**src/rtl/ctc_pkg.sv**
```systemverilog
// calendar tick counter: shared types, constants and helper functions
// no dependencies; imported by ctc_next_time, calendar_tick_counter and the bench
`timescale 1ns / 1ps

package ctc_pkg;

    // request kinds carried in the input tuser
    localparam logic REQ_TICK = 1'b0;
    localparam logic REQ_LOAD = 1'b1;

    localparam int unsigned LOAD_BYTES = 6;
    localparam int unsigned LOAD_W     = 8 * LOAD_BYTES;

    localparam logic [7:0] SEC_LAST   = 8'd59;
    localparam logic [7:0] MIN_LAST   = 8'd59;
    localparam logic [7:0] HOUR_LAST  = 8'd23;
    localparam logic [7:0] MONTH_LAST = 8'd12;
    localparam logic [7:0] YEAR_LAST  = 8'd99;

    localparam logic [4:0] DAY_FIRST   = 5'd1;
    localparam logic [3:0] MONTH_FIRST = 4'd1;

    typedef struct packed {
        logic [6:0] year;
        logic [3:0] month;
        logic [4:0] day;
        logic [4:0] hour;
        logic [5:0] min;
        logic [5:0] sec;
    } cal_time_t;

    localparam int unsigned TIME_W = $bits(cal_time_t);

    // days in month m; leap february when the two low year bits are zero
    function automatic logic [4:0] month_days(input logic [3:0] m, input logic [1:0] y_lo);
        logic [4:0] len;
        begin
            unique case (m)
                4'd2:    len = (y_lo == 2'd0) ? 5'd29 : 5'd28;
                4'd4:    len = 5'd30;
                4'd6:    len = 5'd30;
                4'd9:    len = 5'd30;
                4'd11:   len = 5'd30;
                default: len = 5'd31;
            endcase
            return len;
        end
    endfunction

    // bcd nibbles above nine decode arithmetically as well
    function automatic logic [7:0] byte_decode(input logic [7:0] b, input logic bin);
        logic [7:0] bcd;
        begin
            bcd = 8'({4'd0, b[7:4]} * 8'd10) + {4'd0, b[3:0]};
            return bin ? b : bcd;
        end
    endfunction

endpackage

```
**src/rtl/ctc_next_time.sv**
```systemverilog
// calendar tick counter: next time from a one-second tick or a checked load
// depends on ctc_pkg
`timescale 1ns / 1ps

module ctc_next_time (
    input  ctc_pkg::cal_time_t            cur,
    input  logic                          req_type,
    input  logic [ctc_pkg::LOAD_W-1:0]    load_bytes,
    input  logic                          binary_mode,
    output ctc_pkg::cal_time_t            nxt,
    output logic                          rejected
);
    import ctc_pkg::*;

    cal_time_t  ticked;
    cal_time_t  loaded;
    logic       sec_wrap;
    logic       min_wrap;
    logic       hour_wrap;
    logic       day_wrap;
    logic       month_wrap;
    logic [7:0] s_dec;
    logic [7:0] mi_dec;
    logic [7:0] h_dec;
    logic [7:0] d_dec;
    logic [7:0] mo_dec;
    logic [7:0] y_dec;
    logic       load_ok;

    // tick carry chain
    always_comb
    begin
        sec_wrap   = ({2'd0, cur.sec} == SEC_LAST);
        min_wrap   = sec_wrap && ({2'd0, cur.min} == MIN_LAST);
        hour_wrap  = min_wrap && ({3'd0, cur.hour} == HOUR_LAST);
        day_wrap   = hour_wrap && (cur.day >= month_days(cur.month, cur.year[1:0]));
        month_wrap = day_wrap && ({4'd0, cur.month} >= MONTH_LAST);

        ticked       = cur;
        ticked.sec   = sec_wrap ? 6'd0 : cur.sec + 6'd1;
        if (sec_wrap)
        begin
            ticked.min = min_wrap ? 6'd0 : cur.min + 6'd1;
        end
        if (min_wrap)
        begin
            ticked.hour = hour_wrap ? 5'd0 : cur.hour + 5'd1;
        end
        if (hour_wrap)
        begin
            ticked.day = day_wrap ? DAY_FIRST : cur.day + 5'd1;
        end
        if (day_wrap)
        begin
            ticked.month = month_wrap ? MONTH_FIRST : cur.month + 4'd1;
        end
        if (month_wrap)
        begin
            ticked.year = ({1'b0, cur.year} >= YEAR_LAST) ? 7'd0 : cur.year + 7'd1;
        end
    end

    // load decode and range check
    always_comb
    begin
        s_dec  = byte_decode(load_bytes[7:0],   binary_mode);
        mi_dec = byte_decode(load_bytes[15:8],  binary_mode);
        h_dec  = byte_decode(load_bytes[23:16], binary_mode);
        d_dec  = byte_decode(load_bytes[31:24], binary_mode);
        mo_dec = byte_decode(load_bytes[39:32], binary_mode);
        y_dec  = byte_decode(load_bytes[47:40], binary_mode);

        load_ok = (s_dec <= SEC_LAST) && (mi_dec <= MIN_LAST) && (h_dec <= HOUR_LAST)
               && (y_dec <= YEAR_LAST) && (mo_dec != 8'd0) && (mo_dec <= MONTH_LAST)
               && (d_dec != 8'd0)
               && (d_dec <= {3'd0, month_days(mo_dec[3:0], y_dec[1:0])});

        loaded.sec   = s_dec[5:0];
        loaded.min   = mi_dec[5:0];
        loaded.hour  = h_dec[4:0];
        loaded.day   = d_dec[4:0];
        loaded.month = mo_dec[3:0];
        loaded.year  = y_dec[6:0];
    end

    always_comb
    begin
        unique case (req_type)
            REQ_LOAD:
            begin
                nxt      = load_ok ? loaded : cur;
                rejected = !load_ok;
            end
            default:
            begin
                nxt      = ticked;
                rejected = 1'b0;
            end
        endcase
    end

endmodule

```
**src/rtl/calendar_tick_counter.sv**
```systemverilog
// calendar tick counter top level: input register, time state, result register
// depends on ctc_pkg and ctc_next_time
`timescale 1ns / 1ps

// channel    direction  tdata                                      tuser
// s_axis     in         load sec, min, hour, day, month, year     req_type
//                       (8 bits each)
// m_axis     out        sec 6, min 6, hour 5, day 5, month 4,     load_rejected
//                       year 7, zero pad 7
// cfg        in         binary_mode on cfg_wr_data when cfg_wr_en  -
//
// one transfer per cycle sustained while m_axis does not stall; a result becomes
// valid and can transfer only after its input has passed the input register
// and then the state and result register
// reset gives 00:00:00, day 1, month 1, year 0, bcd mode
// a stall on m_axis holds the result register and backs up into the input
// register; s_axis_tready drops only when both are full

module calendar_tick_counter (
    input  logic                          clk,
    input  logic                          rst_n,
    input  logic                          cfg_wr_en,
    input  logic                          cfg_wr_data,
    input  logic                          s_axis_tvalid,
    output logic                          s_axis_tready,
    input  logic [ctc_pkg::LOAD_W-1:0]    s_axis_tdata,  // sec, min, hour, day, month, year
    input  logic                          s_axis_tuser,  // req_type
    output logic                          m_axis_tvalid,
    input  logic                          m_axis_tready,
    output logic [39:0]                   m_axis_tdata,  // sec, min, hour, day, month, year
    output logic                          m_axis_tuser   // load_rejected
);
    import ctc_pkg::*;

    logic              binary_mode_reg;
    logic              in_valid_reg;
    logic              in_type_reg;
    logic [LOAD_W-1:0] in_data_reg;
    cal_time_t         time_reg;
    cal_time_t         time_next;
    logic              out_valid_reg;
    logic              out_rej_reg;
    logic              rej_next;
    logic              advance;

    assign advance       = in_valid_reg && (!out_valid_reg || m_axis_tready);
    assign s_axis_tready = !in_valid_reg || advance;

    ctc_next_time u_next (
        .cur         (time_reg),
        .req_type    (in_type_reg),
        .load_bytes  (in_data_reg),
        .binary_mode (binary_mode_reg),
        .nxt         (time_next),
        .rejected    (rej_next)
    );

    always_ff @(posedge clk or negedge rst_n)
    begin
        if (!rst_n)
        begin
            binary_mode_reg <= 1'b0;
        end
        else if (cfg_wr_en)
        begin
            binary_mode_reg <= cfg_wr_data;
        end
    end

    always_ff @(posedge clk or negedge rst_n)
    begin
        if (!rst_n)
        begin
            in_valid_reg <= 1'b0;
        end
        else if (s_axis_tready)
        begin
            in_valid_reg <= s_axis_tvalid;
        end
    end

    always_ff @(posedge clk)
    begin
        if (s_axis_tready && s_axis_tvalid)
        begin
            in_type_reg <= s_axis_tuser;
            in_data_reg <= s_axis_tdata;
        end
    end

    always_ff @(posedge clk or negedge rst_n)
    begin
        if (!rst_n)
        begin
            time_reg      <= '{year: 7'd0, month: MONTH_FIRST, day: DAY_FIRST,
                               hour: 5'd0, min: 6'd0, sec: 6'd0};
            out_valid_reg <= 1'b0;
            out_rej_reg   <= 1'b0;
        end
        else
        begin
            if (advance)
            begin
                time_reg      <= time_next;
                out_rej_reg   <= rej_next;
                out_valid_reg <= 1'b1;
            end
            else if (m_axis_tready)
            begin
                out_valid_reg <= 1'b0;
            end
        end
    end

    assign m_axis_tvalid = out_valid_reg;
    assign m_axis_tdata  = {(40 - TIME_W)'(0), time_reg};
    assign m_axis_tuser  = out_rej_reg;

    // time state always holds a legal calendar value
    a_state_legal: assert property (@(posedge clk) disable iff (!rst_n)
        ({2'd0, time_reg.sec} <= SEC_LAST) && ({2'd0, time_reg.min} <= MIN_LAST)
        && ({3'd0, time_reg.hour} <= HOUR_LAST) && ({1'b0, time_reg.year} <= YEAR_LAST)
        && (time_reg.month != 4'd0) && ({4'd0, time_reg.month} <= MONTH_LAST)
        && (time_reg.day != 5'd0)
        && (time_reg.day <= month_days(time_reg.month, time_reg.year[1:0])))
        else $error("time state out of range");

    // a refused load leaves the time untouched
    a_reject_holds: assert property (@(posedge clk) disable iff (!rst_n)
        (advance && rej_next) |=> (time_reg == $past(time_reg)))
        else $error("rejected load changed the time");

    // a tick is never flagged as rejected
    a_tick_no_reject: assert property (@(posedge clk) disable iff (!rst_n)
        (advance && (in_type_reg == REQ_TICK)) |=> (m_axis_tvalid && !m_axis_tuser))
        else $error("tick result flagged rejected");

    // the input register never drops an item while the result side is stalled
    a_no_overwrite: assert property (@(posedge clk) disable iff (!rst_n)
        (in_valid_reg && !advance) |=> (in_valid_reg && $stable(in_data_reg)
        && $stable(in_type_reg)))
        else $error("pending input lost");

endmodule

```
**config.mk**
```make
export PLATFORM = sky130hd
export DESIGN_NAME = calendar_tick_counter
export DESIGN_NICKNAME = d
export VERILOG_FILES = /design/src/rtl/ctc_pkg.sv /design/src/rtl/ctc_next_time.sv /design/src/rtl/calendar_tick_counter.sv
export SDC_FILE = /design/constraint.sdc
export NUM_CORES = 1
export LEC_CHECK = 0
export ABC_AREA = 1
export BUFFER_PORTS_ARGS = -buffer_cell sky130_fd_sc_hd__buf_2
export CAP_MARGIN = 20
export CORE_ASPECT_RATIO = 2
export CORE_MARGIN = 2
export CORE_UTILIZATION = 64
export CTS_CLUSTER_DIAMETER = 40
export CTS_CLUSTER_SIZE = 40
export DETAILED_ROUTE_END_ITERATION = 8
export GPL_TIMING_DRIVEN = 1
export PLACE_DENSITY = 0.95
export SYNTH_ARGS = -nofsm -noshare
export SYNTH_HDL_FRONTEND = slang
export SYNTH_HIERARCHICAL = 1
export SYNTH_SLANG_ARGS = --single-unit
```
**constraint.sdc**
```tcl
create_clock -name clk -period 8.2 [get_ports clk]
set_input_delay 1.23 -clock clk [delete_from_list [all_inputs] [get_ports clk]]
set_output_delay 1.23 -clock clk [all_outputs]
set_load 0.01 [all_outputs]
```
Word level (Yosys, flattened, before mapping)
Index checks and enable logic that the tools add are counted.
Storage, ports and cells
  bits in registers: 86
  input bits: 55
Operators by class
  order comparisons: 9
  eq/ne operators: 14
  multipliers: 6
  muxes and demuxes: 26
  reduce and logical (&&, ||, !) cells: 36
  $add $sub $neg: 12
Operator list (count)
  33-bit 2-to-1 mux: 2
  8-bit by 4-bit adder with 8-bit output: 6
  8-bit 2-to-1 mux: 6
  4-bit by 3-bit multiplier with 7-bit output, second input constant: 6
  5-bit 2-to-1 mux: 4
  5-bit one-hot mux with 2 select lines: 2
  6-bit 2-to-1 mux: 3
  4-bit by 3-bit equality test with 1-bit output, second input constant: 4
  4-bit equality test, second input constant: 4
  8-bit by 6-bit less-or-equal comparator with 1-bit output, second input constant: 2
  8-bit nonzero test: 2
  3-bit AND reduction: 5
  7-bit 2-to-1 mux: 2
  1-bit logical AND: 13
  6-bit by 1-bit adder with 6-bit output, second input constant: 2
  6-bit equality test, second input constant: 2
  2-bit nonzero test: 6
  5-bit by 1-bit adder with 5-bit output, second input constant: 2
  4-bit by 2-bit equality test with 1-bit output, second input constant: 2
  8-bit by 4-bit less-or-equal comparator with 1-bit output, second input constant: 1
  8-bit by 5-bit less-or-equal comparator with 1-bit output: 1
  8-bit by 5-bit less-or-equal comparator with 1-bit output, second input constant: 1
  8-bit by 7-bit less-or-equal comparator with 1-bit output, second input constant: 1
  4-bit 2-to-1 mux: 2
  13 further kinds: 22

Logic depth before layout (Yosys ltp)
Gate-level depths: netlist of run 1.
  depth after elaboration: 13
  mapped depth: 27

Cells and area by module
The synthesis of run 1 kept the hierarchy.
By module, submodules not included
  ctc_next_time: instances 1, sequential area each 0.0 µm², cells each 831, area an instance 4404.2 µm²
  calendar_tick_counter: instances 1, sequential area each 2399.8 µm², cells each 217, area an instance 3030.4 µm²

Worst setup path before layout of run 1
Ideal clock, no wire load.
  path type: register to register
  start point: reg in_data_reg[36]
  end point: reg time_reg, in the netlist m_axis_tdata[25]
  required time: 8.083 ns
  stages on the path, launching flop included: 27
  path slack: 4.923 ns
  arrival time: 3.160 ns
  path through: edfxtp_1 ha_1 inv_1 fa_1 o21ai_1 inv_1 nand3_1 nor3_1 o21ai_0 o21ai_0 inv_1 ha_1 nand2_1 nand2_1 nor3_1 nand2_1 nand2_1 nor2_1 nand2_1 nor2_1 buf_4 buf_2 nand3_1 nand3_1 nand2_1 nand3_1 nand2_1
RTL lines
  start: declaration: line calendar_tick_counter.sv:38  | logic [LOAD_W-1:0] in_data_reg;
  start signal: assignment: line calendar_tick_counter.sv:87  | in_data_reg <= s_axis_tdata;
  end signal: assignment: line calendar_tick_counter.sv:95  | time_reg <= '{year: 7'd0, month: MONTH_FIRST, day: DAY_FIRST,
  end signal: assignment: line calendar_tick_counter.sv:104  | time_reg <= time_next;
  end: declaration: line calendar_tick_counter.sv:39  | cal_time_t time_reg;

Worst setup path after layout of run 1
  start point: reg in_data_reg[36]
  end point: reg time_reg, in the netlist m_axis_tdata[5]
On the way
  longest elaborated chain between the ends: 10
Ends and longest elaborated chain
  4-bit by 3-bit multiplier with 7-bit output: line ctc_pkg.sv:54  | bcd = 8'({4'd0, b[7:4]} * 8'd10) + {4'd0, b[3:0]};
  8-bit by 4-bit adder with 8-bit output: line ctc_pkg.sv:54
  8-bit 2-to-1 mux *: line ctc_pkg.sv:55  | return bin ? b : bcd;
  4-bit by 3-bit equality test with 1-bit output, or another cell as far along: line ctc_pkg.sv:38  | unique case (m)
  4-bit OR reduction (no line) or 1-bit logical AND (tied branches)
  5-bit one-hot mux with 2 select lines or 1-bit logical AND (tied branches): line ctc_pkg.sv:38, ctc_next_time.sv:74
  8-bit by 5-bit less-or-equal comparator with 1-bit output or 1-bit logical AND (tied branches): line ctc_next_time.sv:76, ctc_next_time.sv:75
  1-bit logical AND *: line ctc_next_time.sv:76  | && (d_dec <= {3'd0, month_days(mo_dec[3:0], y_dec[1:0])});
  2-bit by 1-bit != test with 1-bit output (no line) *
  2-bit AND reduction (no line) *
Every way passes the cells marked *; elsewhere a longest branch is shown, timed or not.
A chain may end at the register's enable or synchronous reset.

==> impl_metrics.yaml, run 1 <==
run_status:
  status: "finished, final reports clean"
place:
  gp_congestion: 0.933
  dpl_cell_area_um2: 7860
  io_buffers: 90
  place_hpwl_um: 13800
floorplanning:
  io_pins: 98
  initial_core_util_pct: 65.5
  rows: 55
  dieArea_um2: 12500
  die_w_um: 80.2
  die_h_um: 156
  core_area_um2: 11400
yosys:
  yosysSeqAreaShare_pct: 32.3
  synth_top_cell_area_share_pct: 19.8
  synth_common_cells: "nand2_1, nand3_1, inv_1"
  synthesis.area_um2: 7430
  synth-edff-count: 49
  syn_inst: 1048
  ys.flop_type: "edfxtp_1"
  yosys.area.top_type: "edfxtp_1"
  syn_avg_cell_area_um2: 7.09
  synth_area_leaders: "edfxtp_1, nand2_1, nand3_1"
  synth_warnings: 6
  yosysMostFrequentCell: "nand2_1"
  postSynth.asyncResetShare_pct: 43.0
  ys_seq_elements: 86
  ys_types: 46
grt:
  grt_use_met3_pct: 3.75
  grt_pass1_vias: 7165
  grt_use_met1_pct: 33.1
  antenna_found_initial: 0
  met2_usage_pct: 55.0
  grt_busiest_layer: "met2"
  grt_max_degree: 50
  grt_use_total_pct: 30.8
  grt.overflow.total: 0
  grt_pass1_wl_um: 30800
sta:
  rsz0062_at_grt: "no"
  finalSetupViolCount: 0
  hold_viol_final: 0
  maxSlewHeadroom_pct: 33.7
  fin_crit_ns: 4.15
  period_share_pct: 50.6
  tightest_slew_ns: 0.995
  clock_skew_ns: 0.00895
  max_freq_mhz: 241
  drv_slew: 0
  totalNegativeSetupSlack_ns: 0
worst_setup_path:
  r2r_start: "in_data_reg[36]"
  worst_setup_path_start_kind: "flop"
  path_common_cell: "nand2_1"
  reg2regPathDepth: 26
  slowest_stage: "fa_1"
  cp_num_buf_inv: 4
  required_ns: 8.48
  path_class: "reg -> reg"
  critPathMaxFanout: 29
  path_delay_family: "simple AND/OR/NAND/NOR gates"
  cp.arrival_ns: 4.43
  ff2ff_setup_slack_ns: 4.05
  slowest_delay_ns: 0.48
  cp-end-kind: "flop"
  timing.rr.end: "m_axis_tdata[5]"
routing:
  vias: 7458
  firstDrtPassIters: 6
  wire_per_inst_um: 14.8
  drt_iter0_drc: 749
  vias_per_cell: 5.88
  wl_um: 18700
  drc: 0
  drtAntennaViolNets: 0
cts:
  cts_sinks: 86
  post_cts_resize_count: 0
  postCtsSetupRepairBufs: 0
  cts_tree: "yes"
  cts_made_buffers: 9
  hold_buffers: 0
  cts_max_path_buffers: 2
  clk-insertion-delay-late_ns: 0.34
  h-tree-depth: 3
  clkTransAtPathRegs_ns: 0.07
  root_buffer: "clkbuf_16"
pwr:
  peakVddDrop_uv: 186
  leakage_uw: 0.00444
  power.density_nw_per_um2: 227
final_layout:
  fill_cells: 957
  syn2layout_area_growth_pct: 9.64
  largest_reg_flops: 48
  drive_above_1_share_pct: 11.5
  finalNetCount: 1244
  antenna-diode-count: 0
  final_area_um2: 8150
worst_hold_path:
  hold_class: "reg -> reg"
  min_path_cells: 2
  hold-path-endpoint: "m_axis_tuser"
  hold_start: "m_axis_tuser"
job:
  cap_violations: 0
[per-stage QoR]
stage               instances  setup WS, ns  utilization (%)  total power, µW  hold slack (ns)
floorplan                1054          4.92                -             1210            0.487
global placement         1252          4.36             69.2             1400            0.456
detailed placement       1252          4.19             69.2             1430            0.465
CTS                      1268          4.10             71.8             1840            0.480
global route             1268          3.60             71.8             1990            0.526
finish                   1268          4.05             71.8             1850            0.471
[worst max path at each step]
stage,startpoint,to,slack [ns],cells past startpoint
after global routing,in_data_reg[36],m_axis_tdata[20],3.60,26
after floorplan,in_data_reg[36],m_axis_tdata[25],4.92,26
final,in_data_reg[36],m_axis_tdata[5],4.05,26
after CTS,in_data_reg[36],m_axis_tdata[5],4.10,26
after global placement,in_data_reg[36],m_axis_tdata[13],4.36,26
after detailed placement,in_data_reg[36],m_axis_tdata[13],4.19,26
[cell usage in the layout, fill, tap and decap left out, types with 2 or more instances in the layout]
cell type  instances
o21a_1             3
inv_1            140
dfrtp_1           35
nand2_1          325
clkbuf_16          9
buf_4              5
nor2_2             2
and2_1             2
or2_2              6
edfxtp_1          49
dfstp_2            2
buf_2             90
nand4_1           24
fa_1              12
a21oi_1           21
nand3b_1           6
conb_1             7
clkinv_1           2
nor4_1             2
inv_2              5
ha_1              56
o211ai_1           3
nor3_1             9
nand3_1          181
xor2_1            11
nand2_2            2
mux2i_1            6
nor2_1            47
clkinv_2           2
o21ai_0           45
[routing by layer]
metal  routed length (µm)  up-vias
met2                 9850      399
met4                 1210        0
met5                    0        -
li1                     -     3575
met1                 6570     3376
met3                 1100      108
[cells by family after synthesis]
family,count (synthesis),share of synthesized area [%]
adders and majority gates,68,12.7
AOI/OAI and AO/OA,78,5.64
and+or+nand+nor,612,36.3
xor gates and xnor gates,12,1.41
other,1,0.0504
buffers and inverters,185,10.9
DFF,86,32.3
muxes,6,0.808
[cell type report]
cell class | count | area (µm²) | share of cell area [%]
clock inverter | 6 | 60.1 | 0.737
clock buffer | 10 | 229 | 2.81
sequential | 86 | 2400 | 29.4
multi-input combinational | 783 | 4250 | 52.1
timing repair buffer | 95 | 488 | 5.99
tap | 142 | 178 | 2.18
inverter | 146 | 548 | 6.72
[worst min-delay path, delay by kind of cell (launching register included)]
kind | cells | cell delay (ns)
flops | 1 | 0.34
simple gates | 2 | 0.09
[power by group]
part	switching (µW)	internal [µW]
Combinational	480	287
Sequential	127	554
Clock	171	235
No activity file was read; power rests on OpenSTA's default activity.
==> run 2: changes to the inputs <==
--- a/config.mk
+++ b/config.mk
@@ -10,12 +10,12 @@
 export CAP_MARGIN = 20
 export CORE_ASPECT_RATIO = 2
 export CORE_MARGIN = 2
-export CORE_UTILIZATION = 64
+export CORE_UTILIZATION = 54
 export CTS_CLUSTER_DIAMETER = 40
 export CTS_CLUSTER_SIZE = 40
 export DETAILED_ROUTE_END_ITERATION = 8
 export GPL_TIMING_DRIVEN = 1
-export PLACE_DENSITY = 0.95
+export PLACE_DENSITY = 0.9
 export SYNTH_ARGS = -nofsm -noshare
 export SYNTH_HDL_FRONTEND = slang
 export SYNTH_HIERARCHICAL = 1
==> constraint.sdc (replaced) <==
create_clock -name clk -period 3.49 [get_ports clk]
set_input_delay 0.5235 -clock clk [delete_from_list [all_inputs] [get_ports clk]]
set_output_delay 0.5235 -clock clk [all_outputs]
set_load 0.01 [all_outputs]
==> impl_metrics.yaml, run 2 (synthesized netlist as in run 1, its figures left out) <==
cts:
  cts_max_path_buffers: 2
  cts_made_buffers: 9
  cts_tree: "yes"
  clk-insertion-delay-late_ns: 0.35
  root_buffer: "clkbuf_16"
  cts_sinks: 86
  h-tree-depth: 3
  clkTransAtPathRegs_ns: 0.07
routing:
  dr_wl_met3_um: 1190
  routed-wl-met2_um: 10900
  drc: 0
  drtAntennaViolNets: 0
  vias: 7615
  met1_length_um: 6930
  firstDrtPassIters: 6
  vias_per_cell: 5.84
  wire_per_inst_um: 15.6
  top_layer_used: "met4"
  wl_um: 20300
  drt_iter0_drc: 663
sta:
  totalNegativeSetupSlack_ns: 0
  maxSlewHeadroom_pct: 40.3
  drv_slew: 0
  hold_viol_final: 0
  max_freq_mhz: 290
  tightest_slew_ns: 0.896
  clock_skew_ns: 0.0117
  rsz0062_at_grt: "yes"
  finalSetupViolCount: 0
  fin_crit_ns: 3.45
  period_share_pct: 98.8
final_layout:
  drive_above_1_share_pct: 15.2
  fill_cells: 1146
  largest_reg_flops: 48
  final_common_cell: "nand2_1"
  antenna-diode-count: 0
  syn2layout_area_growth_pct: 14.5
  final_cell_mix: "nand2_1, nand3_1, inv_1, buf_2, ha_1"
  final_cells: 1305
  finalNetCount: 1268
  fin_util_pct: 63.4
  final_area_um2: 8510
worst_setup_path:
  worst_setup_path_start_kind: "flop"
  worstPathCellList: "ha_1 -> ha_1 -> fa_1 -> inv_1 -> nor2_2 -> nand2_1 -> nand2_1 -> a21oi_1 -> inv_1 -> nand3_1 -> nor3b_2 -> buf_4 -> nand3_1 -> nand3_1 -> nand2_1 -> nand3_1 -> nand2_1"
  critPathMaxFanout: 17
  cp.arrival_ns: 3.68
  path_class: "reg -> reg"
  reg2regPathDepth: 17
  required_ns: 3.72
  ff2ff_setup_slack_ns: 0.04
  slowest_stage: "fa_1"
  slowest_delay_ns: 0.53
  cp-end-kind: "flop"
grt:
  grt_max_degree: 50
  grt_pass1_vias: 7205
  grt_pass1_wl_um: 32400
  grt_use_total_pct: 27.5
  grt.overflow.total: 0
  antenna_found_initial: 0
floorplanning:
  core_area_um2: 13400
  io_pins: 98
  die_h_um: 170
  die_w_um: 87.0
  dieArea_um2: 14800
  rows: 60
  initial_core_util_pct: 55.3
place:
  dpl_cell_area_um2: 8040
  placed_cells_incl_taps: 1284
  gp_congestion: 0.932
  io_buffers: 90
  place_hpwl_um: 14800
job:
  cap_violations: 0
pwr:
  power.density_nw_per_um2: 536
  leakage_uw: 0.00460
  peakVddDrop_uv: 411
worst_hold_path:
  hold_class: "in -> async"
run_status:
  status: "finished, final reports clean"
-- run 2: stage by stage --
stage	hold WS, ns	setup WS [ns]	total power, µW
after floorplan	0.228	0.213	2850
after global placement	0.460	0.184	3370
after detailed placement	0.454	0.0920	3430
after CTS	0.322	0.0404	4480
after global routing	0.341	-0.233	4870
final	0.293	0.0402	4560
-- run 2: what timing repair did --
item / in CTS / in global routing
setup buffers: 0 / 3
resized for setup: 0 / 31
hold buffers: 0 / 0
endpoints found under the setup margin: 0 / 34
-- run 2: where the power goes --
part | leakage, µW | internal (µW) | switching, µW
Combinational | 0.00349 | 736 | 1190
Sequential | 0.000967 | 1300 | 296
Clock | 0.000146 | 629 | 407
-- run 2: routing by layer --
| metal | up-vias | global-route usage (%) |
|---|---|---|
| met4 | 0 | 18.4 |
| li1 | 3622 | - |
| met3 | 121 | 3.73 |
| met5 | - | 0 |
| met2 | 408 | 50.2 |
| met1 | 3464 | 28.0 |
-- run 2: worst paths after layout --
path,endpoint,start
worst max-delay path,m_axis_tdata[32],in_data_reg[31]
worst min-delay path,m_axis_tdata[20],rst_n
worst max register to register,m_axis_tdata[32],in_data_reg[31]
worst min register to register,m_axis_tuser,m_axis_tuser
max in group asynchronous,m_axis_tdata[8],rst_n
min in group clk,in_data_reg[8],s_axis_tdata[8]
-- run 2: worst max-delay path, delay by kind of cell, from the launching register on --
family          cells  cell delay [ns]
flops               1             0.43
compound gates      1             0.09
simple gates       10             1.27
fa+ha+maj           3             1.09
buf+inv             3             0.43
-- run 2: cell type report --
type | instances | area, µm² | area share (%)
Sequential cell | 86 | 2400 | 28.2
Timing Repair Buffer | 119 | 722 | 8.48
Multi-Input combinational cell | 783 | 4330 | 50.9
Clock inverter | 5 | 83.8 | 0.985
Tap cell | 155 | 194 | 2.28
Inverter | 146 | 548 | 6.44
Clock buffer | 11 | 233 | 2.73
